[src/hdl/assert_macros.svh]
// shared assertion shorthands, clocked on clk and disabled while rst_n is low
`ifndef ASSERT_MACROS_SVH
`define ASSERT_MACROS_SVH

// same-cycle implication
`define RXC_ASSERT_IMP(label, ante, cons, msg) \
  label: assert property (@(posedge clk) disable iff (!rst_n) (ante) |-> (cons)) \
    else $error(msg);

// next-cycle implication
`define RXC_ASSERT_NXT(label, ante, cons, msg) \
  label: assert property (@(posedge clk) disable iff (!rst_n) (ante) |=> (cons)) \
    else $error(msg);

`endif

[src/hdl/rxc_pkg.sv]
package rxc_pkg;

  localparam int FRAC_BITS = 16;
  localparam int CHAN_W    = 8;
  localparam int CHROMA_W  = 16;
  localparam int BRIGHT_W  = 8;
  localparam int LIN_W     = FRAC_BITS + 1;
  localparam int COEF_W    = 17;
  localparam int PROD_W    = LIN_W + COEF_W;
  localparam int XYZ_W     = PROD_W + 2;
  localparam int SUM_W     = XYZ_W + 2;
  localparam int REM_W     = SUM_W + 1;
  localparam int DIV_LAT   = CHROMA_W + 1;
  localparam int UNIT_SH   = FRAC_BITS + 16;
  localparam int YCL_W     = UNIT_SH + 1;
  localparam int LUT_DEPTH = 1 << CHAN_W;
  localparam int BRIGHT_SCALE = 254;

  // exact-root search needs room for t^12 * 2^(5*frac)
  localparam int BIG_W        = 320;
  localparam int GAMMA_DEN    = 10761;
  localparam int GAMMA_STEP   = 40;
  localparam int GAMMA_OFS    = 561;
  localparam int LINEAR_TOP   = 10;
  localparam int LINEAR_NUM   = 5;
  localparam int LINEAR_DEN   = 16473;

  typedef logic [CHAN_W-1:0]   chan_t;
  typedef logic [CHROMA_W-1:0] chroma_t;
  typedef logic [BRIGHT_W-1:0] bright_t;
  typedef logic [LIN_W-1:0]    lin_t;
  typedef logic [COEF_W-1:0]   coef_t;
  typedef logic [PROD_W-1:0]   prod_t;
  typedef logic [XYZ_W-1:0]    xyz_t;
  typedef logic [SUM_W-1:0]    sum_t;
  typedef logic [LUT_DEPTH-1:0][LIN_W-1:0] lin_lut_t;

  // wide-gamut d65 matrix, q1.16; row 0..2 = x,y,z, col 0..2 = r,g,b
  function automatic coef_t coef(int unsigned row, int unsigned col);
    coef_t val;
    case (row * 3 + col)
      0:       val = COEF_W'(42594);
      1:       val = COEF_W'(6780);
      2:       val = COEF_W'(12918);
      3:       val = COEF_W'(15357);
      4:       val = COEF_W'(48698);
      5:       val = COEF_W'(1481);
      6:       val = COEF_W'(0);
      7:       val = COEF_W'(3478);
      8:       val = COEF_W'(67880);
      default: val = '0;
    endcase
    return val;
  endfunction

  // srgb decode of one code: linear segment, else largest l with l^5 <= t^12 * one^5
  function automatic lin_t lin_entry(int unsigned code);
    logic [BIG_W-1:0] d12;
    logic [BIG_W-1:0] rhs;
    logic [BIG_W-1:0] lhs;
    logic [BIG_W-1:0] low_val;
    logic [LIN_W:0]   lo;
    logic [LIN_W:0]   hi;
    logic [LIN_W:0]   mid;
    lin_t             res;
    d12 = BIG_W'(1);
    for (int k = 0; k < 12; k++) d12 = d12 * BIG_W'(GAMMA_DEN);
    if (code <= LINEAR_TOP) begin
      low_val = (BIG_W'(code * LINEAR_NUM) << FRAC_BITS) / LINEAR_DEN;
      res = LIN_W'(low_val);
    end else begin
      rhs = BIG_W'(1);
      for (int k = 0; k < 12; k++) rhs = rhs * BIG_W'(GAMMA_STEP * code + GAMMA_OFS);
      for (int k = 0; k < 5; k++) rhs = rhs << FRAC_BITS;
      lo = '0;
      hi = (LIN_W + 1)'(1) << FRAC_BITS;
      for (int it = 0; it < LIN_W + 2; it++) begin
        if (lo < hi) begin
          mid = lo + ((hi - lo + (LIN_W + 1)'(1)) >> 1);
          lhs = d12;
          for (int k = 0; k < 5; k++) lhs = lhs * BIG_W'(mid);
          if (lhs <= rhs) lo = mid;
          else hi = mid - (LIN_W + 1)'(1);
        end
      end
      res = LIN_W'(lo);
    end
    return res;
  endfunction

  function automatic lin_lut_t build_lin_lut();
    lin_lut_t lut;
    for (int c = 0; c < LUT_DEPTH; c++) lut[c] = lin_entry(c);
    return lut;
  endfunction

  localparam lin_lut_t LIN_LUT = build_lin_lut();

endpackage

[src/hdl/rxc_div.sv]
// pipelined restoring divider, one quotient bit per stage: floor(num * 2^16 / den)
module rxc_div (
  input  logic             clk,
  input  logic             en,
  input  rxc_pkg::sum_t    num,
  input  rxc_pkg::sum_t    den,
  output rxc_pkg::chroma_t quo
);

  localparam int STEPS = rxc_pkg::CHROMA_W;
  localparam int RW    = rxc_pkg::REM_W;
  localparam int CW    = rxc_pkg::CHROMA_W;

  logic [RW-1:0]    rem_r  [STEPS+1];
  rxc_pkg::sum_t    den_r  [STEPS+1];
  rxc_pkg::chroma_t quo_r  [STEPS+1];
  logic             sat_r  [STEPS+1];
  logic             zero_r [STEPS+1];

  // num <= den; equal means a quotient of one, which saturates; den 0 gives 0
  always_ff @(posedge clk) begin
    if (en) begin
      rem_r[0]  <= (num == den) ? '0 : {1'b0, num};
      den_r[0]  <= den;
      quo_r[0]  <= '0;
      sat_r[0]  <= (num == den) && (den != '0);
      zero_r[0] <= (den == '0);
    end
  end

  for (genvar i = 0; i < STEPS; i++) begin : g_step
    logic [RW-1:0] dbl;
    logic [RW:0]   diff;
    logic          take;

    assign dbl  = {rem_r[i][RW-2:0], 1'b0};
    assign diff = {1'b0, dbl} - {2'b00, den_r[i]};
    assign take = !diff[RW];

    always_ff @(posedge clk) begin
      if (en) begin
        rem_r[i+1]  <= take ? diff[RW-1:0] : dbl;
        den_r[i+1]  <= den_r[i];
        quo_r[i+1]  <= {quo_r[i][CW-2:0], take};
        sat_r[i+1]  <= sat_r[i];
        zero_r[i+1] <= zero_r[i];
      end
    end
  end

  assign quo = zero_r[STEPS] ? '0 : (sat_r[STEPS] ? '1 : quo_r[STEPS]);

endmodule
[config.mk]
export PLATFORM = sky130hd
export DESIGN_NAME = rxc_div
export DESIGN_NICKNAME = d
export VERILOG_FILES = /design/src/hdl/assert_macros.svh /design/src/hdl/rxc_pkg.sv /design/src/hdl/rxc_div.sv
export SDC_FILE = /design/constraint.sdc
export NUM_CORES = 2
export LEC_CHECK = 0
export BUFFER_PORTS_ARGS = -buffer_cell sky130_fd_sc_hd__buf_4
export CAP_MARGIN = 20
export CORE_MARGIN = 1.5
export CORE_UTILIZATION = 38
export CTS_CLUSTER_DIAMETER = 200
export DETAILED_ROUTE_END_ITERATION = 8
export SLEW_MARGIN = 25
export SYNTH_ARGS = -nofsm -noshare
export SYNTH_HDL_FRONTEND = slang
export SYNTH_SLANG_ARGS = --single-unit
[constraint.sdc]
create_clock -name clk -period 4.8 [get_ports clk]
set_clock_uncertainty 0.05 [all_clocks]
set_input_delay 0.96 -clock clk [delete_from_list [all_inputs] [get_ports clk]]
set_output_delay 0.96 -clock clk [all_outputs]
set_load 0.1 [all_outputs]
Yosys cells after proc, flatten, opt, wreduce, memory -nomap -nowiden
Memory sizes are Yosys's and may differ from the RTL's.
Cells that the tools add are included.
Cells by class
  magnitude comparators: 0
  equality and inequality tests: 1
  reductions and logical operators: 19
  bitwise operators: 0
  div/mod/pow operators: 0
  $mul: 0
  shift-type cells: 0
  mux-type cells: 21
  add/sub/neg operators: 16
Operators by type and width (number)
  $sub 39x38->40: 16
  $mux 39: 16
  $eq 38x38->1: 1
  $logic_not 38->1: 1
  $mux 38: 1
  $reduce_bool 38->1: 1
  $mux 16: 2
  $logic_not 1->1: 16
  $mux 1: 2
  $logic_and 1x1->1: 1
Storage, ports and cells
  latch bits: 0
  register bits: 0
  input port bits: 78
  output and inout bits: 16
  bits in read-only memories: 0
  bits in writable memories: 1615
  memories: 5
Memory list
  rem_r: depth 17, width 39, rd ports 16, clocked after Yosys merged registers in 0, wr ports 17, line rxc_div.sv:14  | logic [RW-1:0] rem_r [STEPS+1];
  den_r: depth 17, width 38, rd ports 16, clocked after Yosys merged registers in 0, wr ports 17, line rxc_div.sv:15  | rxc_pkg::sum_t den_r [STEPS+1];
  quo_r: depth 17, width 16, rd ports 17, clocked after Yosys merged registers in 0, wr ports 17, line rxc_div.sv:16  | rxc_pkg::chroma_t quo_r [STEPS+1];
  sat_r: depth 17, width 1, rd ports 17, clocked after Yosys merged registers in 0, wr ports 17, line rxc_div.sv:17  | logic sat_r [STEPS+1];
  zero_r: depth 17, width 1, rd ports 17, clocked after Yosys merged registers in 0, wr ports 17, line rxc_div.sv:18  | logic zero_r [STEPS+1];

Depth between registers and ports, before layout
An unclocked memory read counts as a cell.
  depth after elaboration: 3
  mapped depth: 15

Worst setup path before layout
No wires, ideal clock.
  path kind: reg-to-reg
  start point: mem rem_r[0][351] (netlist bit)
  end point: mem rem_r[0][422] (netlist bit) (data pin)
  clock period less this slack: 3.627 ns
  stages on the path, launching flop included: 12
  data required time: 4.490 ns
  setup time: 0.260 ns
  buffers on the path: 0
  arrival time: 3.317 ns
  slack: 1.173 ns
  cell sequence: edfxtp_1 fa_1 a211oi_1 nor2_1 or4b_1 a221o_1 a31oi_1 o21ai_1 a41oi_1 o41ai_1 xor2_1 mux2_2
RTL lines (line)
  start, declared: rxc_div.sv:14

==> results_tabular.tex <==
\begin{tabular}{lr}
\hline
Metric & Value \\
\hline
\multicolumn{2}{l}{\textbf{Status}} \\
\quad Status & finished, final reports clean \\
\multicolumn{2}{l}{\textbf{Drt}} \\
\quad Total number of vias & 53,582 \\
\quad WL met1 & 65,500 um \\
\quad DRC violations left & 0 \\
\quad Routed wire length on met3 & 4980 um \\
\quad First-pass iteration count of the detailed router & 8 \\
\quad Top layer in use & met4 \\
\quad Antenna-violating nets left & 0 \\
\quad Routed wire per std cell & 16.2 um \\
\quad Initial drt markers & 2,897 \\
\quad Per-cell via count in the routed design & 5.16 \\
\quad Routed Wire Length & 168,000 um \\
\quad Met2 Routed Length & 88,600 um \\
\multicolumn{2}{l}{\textbf{Clock tree}} \\
\quad Largest buffer count on any clock path & 3 \\
\quad H-tree level count & 4 \\
\quad Skew-Pair Late Insertion Delay & 800 ps \\
\quad Clock tree from TritonCTS & done \\
\quad Count of hold buffers inserted by post-cts repair & 0 \\
\quad Post-CTS clock slew at the launch and capture registers of the worst setup and hold paths & 60 ps \\
\quad Number of clock sinks seen by CTS & 1,386 \\
\quad CTS Buf Count & 159 \\
\quad Postcts setup bufs & 0 \\
\quad Root buffer cell & sky130\_fd\_sc\_hd\_\_clkbuf\_16 \\
\quad Number of gates resized after CTS & 0 \\
\multicolumn{2}{l}{\textbf{Global route}} \\
\quad Total GRT Usage & 0.156 \\
\quad Pin count of the biggest net entering global routing & 131 \\
\quad Number of global-route vias before repair & 55,395 \\
\quad First-pass GRT wire length & 272,000 um \\
\quad Number of antenna violations at the first check in global routing & 0 \\
\quad Remaining global-route overflow & 0 \\
\multicolumn{2}{l}{\textbf{Synthesis}} \\
\quad \#FFs+latches synth & 1,386 \\
\quad Number of enable flip-flop cells after synthesis & 1,386 \\
\quad Syn Std Cell Area & 0.0800 mm2 \\
\quad Largest family of logic cells by synthesized area & compound AO/OA/AOI/OAI gates \\
\quad Multiplexer area fraction after synthesis & 0.0268 \\
\quad Area share of fa/ha/maj cells after synthesis & 0.0964 \\
\quad FFs w/ async S/R, synth & 0 \\
\quad Gate count of the mapped netlist & 7,337 \\
\quad Distinct cell type count after synthesis & 84 \\
\quad Main synth FF type & sky130\_fd\_sc\_hd\_\_edfxtp\_1 \\
\quad Synthesized area divided by synthesized cell count & 10.9 um2 \\
\quad Cell types occupying the most area after synthesis & sky130\_fd\_sc\_hd\_\_edfxtp\_1 (52\%), sky130\_fd\_sc\_hd\_\_ha\_1 (9.3\%), sky130\_fd\_sc\_hd\_\_a21oi\_1 (4.0\%) \\
\quad Total nets after synthesis & 8,022 \\
\quad Fraction of synthesized cell area taken by the top area cell type & 0.520 \\
\quad Warning count from the yosys run & 0 \\
\quad Leading area contributor after synthesis & sky130\_fd\_sc\_hd\_\_edfxtp\_1 \\
\quad Basic-gate share of the synthesized area counting and, or, nand and nor cells & 0.0957 \\
\quad Compound-gate portion of the synthesized area & 0.157 \\
\quad Post-synthesis share of cell area spent on xor and xnor gates & 0.0589 \\
\quad Part of the Yosys area used for sequential elements & 0.520 \\
\multicolumn{2}{l}{\textbf{Die}} \\
\quad Die height & 462 um \\
\quad Standard-cell rows & 168 \\
\quad I/O pin total & 94 \\
\quad Die boundary width & 462 um \\
\quad Starting Density & 0.382 \\
\quad Floorplan die area & 0.213 mm2 \\
\quad CORE AREA & 0.209 mm2 \\
\multicolumn{2}{l}{\textbf{Final layout}} \\
\quad Synth-to-layout area growth & 12.0\% \\
\quad Post-route non-filler standard cell count & 10,390 \\
\quad Commonest cells after routing, fill and taps aside & sky130\_fd\_sc\_hd\_\_edfxtp\_1 (1,386), sky130\_fd\_sc\_hd\_\_inv\_1 (721), sky130\_fd\_sc\_hd\_\_a21oi\_1 (645), sky130\_fd\_sc\_hd\_\_ha\_1 (592), sky130\_fd\_sc\_hd\_\_nand2\_1 (584) \\
\quad Total Nets Final & 8,146 \\
\quad Fraction of layout instances using a drive strength above 1 & 0.0848 \\
\quad Most common library cell in the layout ignoring fill and taps & sky130\_fd\_sc\_hd\_\_edfxtp\_1 \\
\quad Filler cell count & 19,503 \\
\quad Antenna fix cells & 0 \\
\multicolumn{2}{l}{\textbf{Timing}} \\
\quad Setup repair after global routing missed its margin & no \\
\quad Final period demand of the worst path & 4180 ps \\
\quad Count of pins over their slew limit & 0 \\
\quad Max-Slew Margin vs Limit & 0.369 \\
\quad Worst Max-Slew Pin Slew & 943 ps \\
\quad Number of hold violations in the final report & 0 \\
\quad Maximum frequency from static timing analysis & 0.239 GHz \\
\quad Share of the clock period used by the worst path & 0.871 \\
\quad Final setup violation count & 0 \\
\quad Total negative slack for setup checks & 0 ps \\
\multicolumn{2}{l}{\textbf{Setup path}} \\
\quad Cell with the largest stage delay on the worst path & sky130\_fd\_sc\_hd\_\_a311oi\_1 \\
\quad Arrival time at the worst endpoint & 4660 ps \\
\quad Crit-path cells & ha\_1 > o21a\_1 > o21ai\_0 > a311oi\_1 > a31oi\_1 > o31a\_1 > o31ai\_1 > a41oi\_1 > a31o\_2 > buf\_12 > mux2\_2 \\
\quad Start-to-end type of the worst setup path & reg -> reg \\
\quad Kind of start point of the critical path & register \\
\quad Nature of the critical path endpoint & register \\
\quad Biggest cell delay along the critical path & 530 ps \\
\quad WP data required & 5280 ps \\
\quad Critical path peak fanout & 73 \\
\multicolumn{2}{l}{\textbf{Placement}} \\
\quad Total instance count after detailed placement & 10,105 \\
\quad Gpl congestion & 0.942 \\
\quad I/O Buffers & 93 \\
\quad Half-perimeter wire length of the detailed placement result & 129,000 um \\
\multicolumn{2}{l}{\textbf{Run}} \\
\quad \# Max-Cap Violations & 0 \\
\multicolumn{2}{l}{\textbf{Power}} \\
\quad Peak VDD IR & 0.439 mV \\
\quad Final Power & 59.0 mW \\
\quad Power density normalized to cell area & 658 mW/mm2 \\
\quad Leakage power of the design & 36.5 nW \\
\multicolumn{2}{l}{\textbf{Min path}} \\
\quad Type of the most critical hold path & in -> reg \\
\hline
\end{tabular}
[cells in the mapped netlist (all sizes together) (80+ instances only)]
| library cell | number |
|---|---|
| and2 | 80 |
| a21o | 352 |
| nand2 | 585 |
| a21oi | 647 |
| inv | 721 |
| xor2 | 208 |
| mux2 | 184 |
| xnor2 | 330 |
| clkbuf | 190 |
| ha | 592 |
| o21ai | 521 |
| nand3 | 102 |
| nand4 | 115 |
| nor2 | 414 |
| edfxtp | 1386 |
[worst max-delay path, delay by kind of cell, from the launching register on]
family	cells	cell delay, ps
AO/OA/AOI/OAI	8	2500
multiplexers	1	310
adder cells (fa/ha/maj)	1	430
flip-flops	1	410
buffers and inverters	1	180
[flip-flops by register name, summed over array words and instances, names as in the netlist]
register and count:
quo_r 136, sat_r 17, rem_r 608, zero_r 17
den_r 608
[layout make-up]
cell class                 count  area, um2  area share
multi-input combinational   5007      34900       0.390
sequential                  1386      41600       0.465
clock inverter                78        771     0.00861
tap                         2805       3510      0.0392
inverter                     721       2710      0.0302
timing repair buffer         186       1730      0.0193
clock buffer                 207       4330      0.0483
[logic make-up (layout without fill, tap and decap cells)]
kind of cell,after synthesis,count (layout)
AOI/OAI and AO/OA,2034,2034
and+or+nand+nor,1640,1640
DFF,1386,1386
buffers and inverters,944,1192
adders and majority gates,607,607
xor gates and xnor gates,538,538
muxes,188,188
[final timing paths]
path	cells after the start	start	end	slack, ps
hold reg to reg	0	zero_r[6][0]	zero_r[6][1]	360
setup reg to reg	11	rem_r[0][512]	rem_r[0][547]	620
hold / removal	1	den[29]	den_r[0][29]	320
setup / recovery	11	rem_r[0][512]	rem_r[0][547]	620
[layer usage]
layer | track usage | vias up
met2 | 0.302 | 1053
met5 | 0 | -
li1 | - | 27004
met4 | 0.0855 | 0
met1 | 0.158 | 25020
met3 | 0.0225 | 505
[through the flow]
stage	util	setup slack, ps	hold WS [ps]	instance area (um2)
after floorplan	-	1170	350	80000
after global placement	0.403	650	351	84500
after detailed placement	0.403	650	355	84500
after CTS	0.428	636	246	89600
after global routing	0.428	415	268	89600
final	0.428	620	319	89600
[where the power goes]
part | switching, mW | total (mW) | internal (mW)
logic | 15.6 | 27.5 | 11.9
registers | 1.64 | 19.7 | 18.1
clock network | 4.70 | 11.8 | 7.08
Power figures use the tool's default switching activity.
